### src/rtl/core/sde_pkg.sv
package sde_pkg;

   // Widths and counts of the SHA-1 datapath
   localparam int BLOCK_WORDS  = 16;
   localparam int ROUND_COUNT  = 80;
   localparam int DIGEST_WORDS = 5;

   typedef logic [31:0] word_type;
   typedef logic [6:0]  round_idx_type;
   typedef logic [5:0]  byte_pos_type;
   typedef logic [63:0] bit_len_type;
   typedef logic [2:0]  word_idx_type;
   typedef word_type [DIGEST_WORDS-1:0] chain_type;

   // Initial chaining words, h0 at index 0
   localparam chain_type CHAIN_INIT = {32'hC3D2E1F0, 32'h10325476, 32'h98BADCFE,
                                       32'hEFCDAB89, 32'h67452301};

   // Round constants and the first round of each group of twenty
   localparam word_type K_GROUP0 = 32'h5A827999;
   localparam word_type K_GROUP1 = 32'h6ED9EBA1;
   localparam word_type K_GROUP2 = 32'h8F1BBCDC;
   localparam word_type K_GROUP3 = 32'hCA62C1D6;
   localparam round_idx_type GROUP1_START = 7'd20;
   localparam round_idx_type GROUP2_START = 7'd40;
   localparam round_idx_type GROUP3_START = 7'd60;

   // Padding
   localparam logic [7:0]   PAD_BYTE = 8'h80;
   localparam byte_pos_type LEN_POS  = 6'd56;

   // Working variables a..e
   typedef struct packed {
      word_type a;
      word_type b;
      word_type c;
      word_type d;
      word_type e;
   } round_regs_type;

   // Fixed taps of the schedule window
   typedef struct packed {
      word_type w0;
      word_type w2;
      word_type w8;
      word_type w13;
   } sched_taps_type;

   // Buffer commands from the sequencer
   typedef struct packed {
      logic put_byte;
      logic pad_tail;
      logic pad_len_only;
      logic shift;
   } buf_ctrl_type;

endpackage

### src/rtl/core/sde_channels.sv
interface sde_req_if;
   logic       valid;
   logic       ready;
   logic [7:0] msg_byte;
   logic       has_byte;
   logic       last;

   modport source (output valid, output msg_byte, output has_byte, output last, input ready);
   modport sink (input valid, input msg_byte, input has_byte, input last, output ready);
endinterface

interface sde_rsp_if;
   logic        valid;
   logic        ready;
   logic [31:0] digest_word;
   logic [2:0]  word_index;
   logic        last_word;

   modport source (output valid, output digest_word, output word_index, output last_word,
                   input ready);
   modport sink (input valid, input digest_word, input word_index, input last_word,
                 output ready);
endinterface

### src/rtl/core/sde_msg_buffer.sv
module sde_msg_buffer (
   input  logic                  clock,
   input  sde_pkg::buf_ctrl_type ctrl,
   input  sde_pkg::byte_pos_type byte_pos,
   input  logic [7:0]            msg_byte,
   input  sde_pkg::bit_len_type  bit_len,
   input  sde_pkg::word_type     sched_word,
   output sde_pkg::sched_taps_type taps
);

   sde_pkg::word_type win_ff [sde_pkg::BLOCK_WORDS];
   sde_pkg::word_type win_in [sde_pkg::BLOCK_WORDS];

   always_comb begin
      // advance the schedule window by one word
      for (int j = 0; j < sde_pkg::BLOCK_WORDS - 1; j++) begin
         win_in[j] = ctrl.shift ? win_ff[j+1] : win_ff[j];
      end
      win_in[sde_pkg::BLOCK_WORDS-1] = ctrl.shift ? sched_word
                                                  : win_ff[sde_pkg::BLOCK_WORDS-1];

      // byte writes and padding, big-endian within each word
      for (int j = 0; j < sde_pkg::BLOCK_WORDS; j++) begin
         for (int l = 0; l < 4; l++) begin
            if (ctrl.put_byte && byte_pos == sde_pkg::byte_pos_type'(j*4 + l)) begin
               win_in[j][31-8*l -: 8] = msg_byte;
            end
            if (ctrl.pad_tail) begin
               if (byte_pos == sde_pkg::byte_pos_type'(j*4 + l)) begin
                  win_in[j][31-8*l -: 8] = sde_pkg::PAD_BYTE;
               end else if (sde_pkg::byte_pos_type'(j*4 + l) > byte_pos) begin
                  win_in[j][31-8*l -: 8] = 8'h00;
               end
            end
            if (ctrl.pad_len_only) begin
               win_in[j][31-8*l -: 8] = 8'h00;
            end
         end
      end

      // place the bit length when it fits in this block
      if ((ctrl.pad_tail && byte_pos < sde_pkg::LEN_POS) || ctrl.pad_len_only) begin
         win_in[sde_pkg::BLOCK_WORDS-2] = bit_len[63:32];
         win_in[sde_pkg::BLOCK_WORDS-1] = bit_len[31:0];
      end
   end

   always_ff @(posedge clock) begin
      win_ff <= win_in;
   end

   assign taps.w0  = win_ff[0];
   assign taps.w2  = win_ff[2];
   assign taps.w8  = win_ff[8];
   assign taps.w13 = win_ff[13];

endmodule

### src/rtl/core/sde_round.sv
module sde_round (
   input  sde_pkg::round_regs_type cur,
   input  sde_pkg::round_idx_type  round_idx,
   input  sde_pkg::sched_taps_type taps,
   output sde_pkg::round_regs_type nxt,
   output sde_pkg::word_type       sched_word
);

   sde_pkg::word_type f_val;
   sde_pkg::word_type k_val;
   sde_pkg::word_type mix;

   // select round function and constant by group
   always_comb begin
      if (round_idx < sde_pkg::GROUP1_START) begin
         f_val = (cur.b & cur.c) | (~cur.b & cur.d);
         k_val = sde_pkg::K_GROUP0;
      end else if (round_idx < sde_pkg::GROUP2_START) begin
         f_val = cur.b ^ cur.c ^ cur.d;
         k_val = sde_pkg::K_GROUP1;
      end else if (round_idx < sde_pkg::GROUP3_START) begin
         f_val = (cur.b & cur.c) | (cur.b & cur.d) | (cur.c & cur.d);
         k_val = sde_pkg::K_GROUP2;
      end else begin
         f_val = cur.b ^ cur.c ^ cur.d;
         k_val = sde_pkg::K_GROUP3;
      end
   end

   // one round: rotate a by 5 and add
   assign nxt.a = {cur.a[26:0], cur.a[31:27]} + f_val + cur.e + k_val + taps.w0;
   assign nxt.b = cur.a;
   assign nxt.c = {cur.b[1:0], cur.b[31:2]};
   assign nxt.d = cur.c;
   assign nxt.e = cur.d;

   // schedule word sixteen rounds ahead
   assign mix        = taps.w13 ^ taps.w8 ^ taps.w2 ^ taps.w0;
   assign sched_word = {mix[30:0], mix[31]};

endmodule

### src/rtl/core/sha1_digest_engine.sv
// SHA-1 digest engine.
// req channel: one beat per message byte (msg_byte valid when has_byte is 1);
//   last marks the final beat of a message, with or without a byte.
// rsp channel: after a last beat, five beats carry digest words h0..h4,
//   word_index 0..4, last_word set on the fifth.
// Byte beats are taken while req.ready is high. The 64th byte of a block starts a
//   compression of 80 rounds on one shared round unit plus the chaining add,
//   during which req.ready is low.
// After last: a padding step and one compression, or two of each when fewer
//   than nine bytes of room remain in the block; then the five digest beats.
//   req.ready stays low until the fifth beat is taken.
// A stall on rsp holds the current digest word; nothing is lost.
// Reset (synchronous, active high) loads the initial chaining words and
//   clears the byte position and length; the engine is ready at once.
// After the digest the engine returns to the initial values by itself.
module sha1_digest_engine (
   input  logic            clock,
   input  logic            reset,
   sde_req_if.sink         req,
   sde_rsp_if.source       rsp
);

   localparam logic [2:0] ST_IDLE  = 3'd0;
   localparam logic [2:0] ST_ROUND = 3'd1;
   localparam logic [2:0] ST_ADD   = 3'd2;
   localparam logic [2:0] ST_PAD   = 3'd3;
   localparam logic [2:0] ST_PAD2  = 3'd4;
   localparam logic [2:0] ST_OUT   = 3'd5;

   localparam logic [1:0] PH_DATA  = 2'd0;
   localparam logic [1:0] PH_PAD1  = 2'd1;
   localparam logic [1:0] PH_FINAL = 2'd2;

   logic [2:0]                 state_ff, state_in;
   logic [1:0]                 phase_ff, phase_in;
   logic                       fin_ff, fin_in;
   sde_pkg::byte_pos_type      pos_ff, pos_in;
   logic [60:0]                cnt_ff, cnt_in;
   sde_pkg::chain_type         chain_ff, chain_in;
   sde_pkg::round_regs_type    regs_ff, regs_in;
   sde_pkg::round_idx_type     round_ff, round_in;
   sde_pkg::word_idx_type      word_idx_ff, word_idx_in;

   sde_pkg::buf_ctrl_type      buf_ctrl;
   sde_pkg::sched_taps_type    taps;
   sde_pkg::word_type          sched_word;
   sde_pkg::round_regs_type    round_nxt;
   sde_pkg::round_regs_type    chain_regs;
   logic                       req_fire;
   logic                       rsp_fire;

   sde_msg_buffer u_buffer (
      .clock      (clock),
      .ctrl       (buf_ctrl),
      .byte_pos   (pos_ff),
      .msg_byte   (req.msg_byte),
      .bit_len    ({cnt_ff, 3'b000}),
      .sched_word (sched_word),
      .taps       (taps)
   );

   sde_round u_round (
      .cur        (regs_ff),
      .round_idx  (round_ff),
      .taps       (taps),
      .nxt        (round_nxt),
      .sched_word (sched_word)
   );

   // handshakes
   assign req.ready       = (state_ff == ST_IDLE);
   assign req_fire        = req.valid && req.ready;
   assign rsp.valid       = (state_ff == ST_OUT);
   assign rsp.digest_word = chain_ff[word_idx_ff];
   assign rsp.word_index  = word_idx_ff;
   assign rsp.last_word   = (word_idx_ff == sde_pkg::word_idx_type'(sde_pkg::DIGEST_WORDS - 1));
   assign rsp_fire        = rsp.valid && rsp.ready;

   // working variables loaded from the chaining words
   assign chain_regs = '{a: chain_ff[0], b: chain_ff[1], c: chain_ff[2],
                         d: chain_ff[3], e: chain_ff[4]};

   // sequencer
   always_comb begin
      state_in    = state_ff;
      phase_in    = phase_ff;
      fin_in      = fin_ff;
      pos_in      = pos_ff;
      cnt_in      = cnt_ff;
      chain_in    = chain_ff;
      regs_in     = regs_ff;
      round_in    = round_ff;
      word_idx_in = word_idx_ff;
      buf_ctrl    = '0;

      unique case (state_ff)
         ST_IDLE: begin
            if (req_fire) begin
               fin_in   = req.last;
               phase_in = PH_DATA;
               if (req.has_byte) begin
                  buf_ctrl.put_byte = 1'b1;
                  pos_in = pos_ff + 6'd1;
                  cnt_in = cnt_ff + 61'd1;
               end
               // full block compresses first, padding follows if marked
               if (req.has_byte && pos_ff == 6'd63) begin
                  state_in = ST_ROUND;
                  regs_in  = chain_regs;
                  round_in = '0;
               end else if (req.last) begin
                  state_in = ST_PAD;
               end
            end
         end
         ST_ROUND: begin
            buf_ctrl.shift = 1'b1;
            regs_in  = round_nxt;
            round_in = round_ff + 7'd1;
            if (round_ff == sde_pkg::round_idx_type'(sde_pkg::ROUND_COUNT - 1)) begin
               state_in = ST_ADD;
            end
         end
         ST_ADD: begin
            chain_in[0] = chain_ff[0] + regs_ff.a;
            chain_in[1] = chain_ff[1] + regs_ff.b;
            chain_in[2] = chain_ff[2] + regs_ff.c;
            chain_in[3] = chain_ff[3] + regs_ff.d;
            chain_in[4] = chain_ff[4] + regs_ff.e;
            if (!fin_ff) begin
               state_in = ST_IDLE;
            end else begin
               case (phase_ff)
                  PH_DATA:  state_in = ST_PAD;
                  PH_PAD1:  state_in = ST_PAD2;
                  default: begin
                     state_in    = ST_OUT;
                     word_idx_in = '0;
                  end
               endcase
            end
         end
         ST_PAD: begin
            buf_ctrl.pad_tail = 1'b1;
            phase_in = (pos_ff < sde_pkg::LEN_POS) ? PH_FINAL : PH_PAD1;
            state_in = ST_ROUND;
            regs_in  = chain_regs;
            round_in = '0;
         end
         ST_PAD2: begin
            buf_ctrl.pad_len_only = 1'b1;
            phase_in = PH_FINAL;
            state_in = ST_ROUND;
            regs_in  = chain_regs;
            round_in = '0;
         end
         ST_OUT: begin
            if (rsp_fire) begin
               word_idx_in = word_idx_ff + 3'd1;
               // digest out: drop back to the initial values
               if (rsp.last_word) begin
                  state_in = ST_IDLE;
                  chain_in = sde_pkg::CHAIN_INIT;
                  pos_in   = '0;
                  cnt_in   = '0;
                  fin_in   = 1'b0;
               end
            end
         end
         default: begin
            state_in = ST_IDLE;
         end
      endcase
   end

   // control registers
   always_ff @(posedge clock) begin
      if (reset) begin
         state_ff    <= ST_IDLE;
         phase_ff    <= PH_DATA;
         fin_ff      <= 1'b0;
         pos_ff      <= '0;
         cnt_ff      <= '0;
         chain_ff    <= sde_pkg::CHAIN_INIT;
         round_ff    <= '0;
         word_idx_ff <= '0;
      end else begin
         state_ff    <= state_in;
         phase_ff    <= phase_in;
         fin_ff      <= fin_in;
         pos_ff      <= pos_in;
         cnt_ff      <= cnt_in;
         chain_ff    <= chain_in;
         round_ff    <= round_in;
         word_idx_ff <= word_idx_in;
      end
   end

   // working variables
   always_ff @(posedge clock) begin
      regs_ff <= regs_in;
   end

   // engine never takes a byte while a digest is pending
   a_busy_on_output: assert property (@(posedge clock) disable iff (reset)
      rsp.valid |-> !req.ready)
      else $error("req ready while digest pending");

   // round counter stays inside the eighty rounds
   a_round_range: assert property (@(posedge clock) disable iff (reset)
      (state_ff == ST_ROUND) |-> (round_ff < 7'd80))
      else $error("round counter out of range");

   // digest word index stays in range and last_word marks word four
   a_word_index: assert property (@(posedge clock) disable iff (reset)
      rsp.valid |-> (rsp.word_index <= 3'd4) && (rsp.last_word == (rsp.word_index == 3'd4)))
      else $error("bad digest word index");

   // final digest beat frees the engine for the next message
   a_ready_after_digest: assert property (@(posedge clock) disable iff (reset)
      (rsp.valid && rsp.ready && rsp.last_word) |=> req.ready && (pos_ff == 6'd0))
      else $error("engine not restarted after digest");

endmodule

### src/flat_wrapper.sv
// flat-port wrapper written by rule: the top's interface ports become plain ports
module sha1_digest_engine_flat 
  (clock, reset, req_valid, req_msg_byte, req_has_byte, req_last, req_ready, rsp_valid, rsp_digest_word, rsp_word_index, rsp_last_word, rsp_ready);
  sde_req_if req_i ();
  sde_rsp_if rsp_i ();
  input  logic clock;
  input  logic reset;
  input wire logic [$bits(req_i.valid)-1:0] req_valid;
  input wire logic [$bits(req_i.msg_byte)-1:0] req_msg_byte;
  input wire logic [$bits(req_i.has_byte)-1:0] req_has_byte;
  input wire logic [$bits(req_i.last)-1:0] req_last;
  output wire logic [$bits(req_i.ready)-1:0] req_ready;
  output wire logic [$bits(rsp_i.valid)-1:0] rsp_valid;
  output wire logic [$bits(rsp_i.digest_word)-1:0] rsp_digest_word;
  output wire logic [$bits(rsp_i.word_index)-1:0] rsp_word_index;
  output wire logic [$bits(rsp_i.last_word)-1:0] rsp_last_word;
  input wire logic [$bits(rsp_i.ready)-1:0] rsp_ready;
  assign req_i.valid = req_valid;
  assign req_i.msg_byte = req_msg_byte;
  assign req_i.has_byte = req_has_byte;
  assign req_i.last = req_last;
  assign req_ready = req_i.ready;
  assign rsp_valid = rsp_i.valid;
  assign rsp_digest_word = rsp_i.digest_word;
  assign rsp_word_index = rsp_i.word_index;
  assign rsp_last_word = rsp_i.last_word;
  assign rsp_i.ready = rsp_ready;
  sha1_digest_engine u_core (.clock(clock), .reset(reset), .req(req_i), .rsp(rsp_i));
endmodule
### config.mk
export PLATFORM = sky130hd
export DESIGN_NAME = sha1_digest_engine_flat
export DESIGN_NICKNAME = d
export VERILOG_FILES = /design/src/rtl/core/sde_pkg.sv /design/src/rtl/core/sde_channels.sv /design/src/rtl/core/sde_msg_buffer.sv /design/src/rtl/core/sde_round.sv /design/src/rtl/core/sha1_digest_engine.sv /design/src/flat_wrapper.sv
export SDC_FILE = /design/constraint.sdc
export NUM_CORES = 2
export LEC_CHECK = 0
export ABC_AREA = 1
export BUFFER_PORTS_ARGS = -buffer_cell sky130_fd_sc_hd__buf_2
export CAP_MARGIN = 15
export CORE_AREA = 2 2 376 564
export CTS_CLUSTER_SIZE = 8
export DETAILED_ROUTE_END_ITERATION = 6
export DIE_AREA = 0 0 378 566
export PLACE_DENSITY = 0.45
export SETUP_SLACK_MARGIN = 0.15
export SKIP_LAST_GASP = 1
export SLEW_MARGIN = 20
export SYNTH_ARGS = -nofsm -noshare
export SYNTH_HDL_FRONTEND = slang
export SYNTH_SLANG_ARGS = --single-unit
### constraint.sdc
create_clock -name clock -period 4.31 [get_ports clock]
set_input_delay 0 -clock clock [delete_from_list [all_inputs] [get_ports clock]]
set_output_delay 0 -clock clock [all_outputs]
set_load 0.1 [all_outputs]
==> impl_results.md <==
* Final Skew at 0.0742 ns
* Critical path's slowest cell: fa_1
* Sequential area share after synthesis at 32.0%
* Worst setup margin at -0.234 ns
* Avg WL per Cell at 26.0 µm
* Chip Height at 566 µm
* GR Layer Usage met1 at 30.1%
* CTS buffer count at 144
* Worst Path Max Fanout at 10
* Hold slack at 0.186 ns
* Failing checks: design-rule violations, negative setup slack
* Skew-Pair Late Insertion Delay at 0.83 ns
* DR iter-0 viols at 5,127
* CP most frequent cell: nand2_1
* Syn. warnings at 0
* Worst path max stage delay at 0.50 ns
* Slew Viols, Final at 0
* Synth area leader: dfxtp_1
* Filler cell count at 22,900
* IO buf count at 51
* Drt drc at 2
* Vias at 66,000
* Remaining global-route overflow at 0
* Fin crit share at 105%
* Max clock buf depth at 4
* Synthesis-to-layout area growth at 17.9%
* Top post-synthesis cells by count: 2,868 x nand2_1, 1,199 x inv_1, 822 x nor2_1, 750 x dfxtp_1, 675 x o21ai_0
* GR Util met2 at 53.6%
* Syn nets at 9,871
* WL final at 328,000 µm
* Setup slack, reg-to-reg at -0.23 ns
* Vias per inst at 5.23
* EDFF count, synth at 165
* Nets at 10,100
* First-pass GRT wire length at 460,000 µm
* Critical setup path kind: flip-flop to flip-flop
* Core area at 0.209 mm²
* Standard-cell rows at 206
* Post-Syn Instances at 9,510
* Post-synth cell types at 59
* Asr flop ratio synth at 0%
* Cell with the most instances after synthesis: nand2_1
* H-Tree Depth at 4
* FMAX at 220 MHz
* Most Used Layer, Global Route: met2
* Post-DP HPWL at 257,000 µm
* Multi-input logic area at 0.0373 mm²
* Vias in the first global route at 64,200
* Minimum clock period at 4.54 ns
* Worst endpoint data arrival time at 5.08 ns
* Critical Path RT at 4.85 ns
* Register Area at 0.0200 mm²
* M3 GR Usage at 3.22%
* RSZ-0062 raised after global routing: true
* Clock-pin slew of the registers on the worst-case setup and hold paths at 0.06 ns
* Starting Density at 29.8%
* Worst-Margin Slew at 1.23 ns
* Hold Path Class: input port to flip-flop
* Detail Route Antenna Nets at 0
* CP Capture Type: flip-flop
* DR pass1 iterations at 7
* Fin cells at 12,600
* Synthesized area at 0.0624 mm²
* Layout cell share with drive strength beyond 1 at 10.2%
* Slew HR at 17.0%
* Setup_tns at -4.27 ns
* Register bit total from synthesis at 915
* Synthesized area per cell at 6.56 µm²
* Max-Cap Viols at 0
* Routability cong. at 0.991
* Clock tree sinks at 915
* IO Pins at 52
* Initial antenna violation count at 19
* Die ar. at 0.214 mm²
* Area share of the largest cell type after synthesis at 24.1%
* CTS tree: yes
* Global Route Usage Sum at 29.8%
* Setup violators final at 26
* Root buffer selected by CTS: clkbuf_16
* Largest net degree at the start of global routing at 219
* Post-Place Cells at 12,400
* Status: finished with violations
* Hold Vio Cnt, Final at 0
* Main flop type after synthesis: dfxtp_1
* Chip width at 378 µm
* Top cells by area, synth: dfxtp_1 24%, nand2_1 17%, edfxtp_1 7.9%
* Startpoint types: flip-flop
==> worst max-delay path, delay by kind of cell (launching register included) <==
family / cells / cell delay (ns)
adder cells (fa/ha/maj): 4 / 1.74
AND/OR/NAND/NOR: 15 / 1.34
buffers and inverters: 6 / 0.66
flip-flops: 1 / 0.37
AO/OA/AOI/OAI: 1 / 0.14
==> placed cells by master, fill, tap and decap left out, types with 42 or more instances in the layout <==
master,n
nand2_2,44
buf_2,50
fa_1,116
a31oi_1,83
nand2_1,2817
nor3_1,99
nand4_1,113
a311oi_1,71
dfxtp_1,743
a21oi_1,581
clkbuf_16,148
o21ai_0,645
buf_4,406
inv_1,1183
a211oi_1,160
inv_2,42
edfxtp_1,165
nor2_1,787
ha_1,201
nand3_1,468
xor2_1,59
o211ai_1,199
==> layer usage <==
layer | share of wire, % | vias to the layer above
met4 | 11 | 6
met3 | 4.4 | 818
met1 | 35 | 31300
met5 | 0.013 | -
li1 | - | 31700
met2 | 50 | 2230
==> what timing repair did <==
| action | CTS | global route |
|---|---|---|
| pin swaps | 31 | 52 |
| gates cloned | 1 | 0 |
| hold buffers | 12 | 0 |
| setup buffers | 7 | 16 |
| endpoints found under the hold margin | 255 | 0 |
| setup endpoints to repair | 29 | 29 |
| gates resized for setup | 121 | 164 |
==> cells by family after synthesis <==
kind of cell,synth area share (%)
and+or+nand+nor,29.4
AOI/OAI and AO/OA,18.5
buffers and inverters,10.1
DFF,32.0
adders and majority gates,8.40
xor gates and xnor gates,1.29
muxes,0.245
==> per-stage QoR <==
stage	worst slack, ns	cell area, µm²	utilization (%)
2_1_floorplan	0.133	62600	-
3_3_place_gp	-0.528	68100	32.5
3_5_place_dp	-0.528	68100	32.6
4_1_cts	-0.189	72800	34.8
5_1_grt	-0.435	73500	35.1
6_report	-0.234	73500	35.1
==> flip-flops by register name, indices dropped and copies added (netlist names) <==
signal                  flops
u_core.pos_ff               6
u_core.u_buffer.taps      128
u_core.state_ff             3
u_core.regs_ff            160
u_core.cnt_ff              61
u_core.fin_ff               1
u_core.round_ff             7
u_core.u_buffer.win_ff    384
u_core.chain_ff           160
u_core.rsp.word_index       3
u_core.phase_ff             2
==> final cells by class <==
cell class / instances / area share [%]
sequential: 915 / 27.2
clock buffer: 190 / 5.30
tap: 2808 / 4.78
antenna: 4 / 0.0136
inverter: 1235 / 6.34
timing repair buffer: 507 / 5.49
multi-input combinational: 6946 / 50.8
timing repair inverter: 1 / 0.0119
clock inverter: 8 / 0.114
==> worst paths after layout <==
| path | from | endpoint | cells past startpoint |
|---|---|---|---|
| setup / recovery | u_core.round_ff[5] | u_core.regs_ff[146] | 26 |
| setup reg to reg | u_core.round_ff[5] | u_core.regs_ff[146] | 26 |
| hold reg to reg | u_core.u_buffer.win_ff[194] | u_core.u_buffer.taps[34] | 2 |
| hold / removal | reset | u_core.chain_ff[90] | 3 |
Power is left out: the tool's default activity adds up to more than one toggle a clock period on the data nets, which glitch-free logic cannot reach.
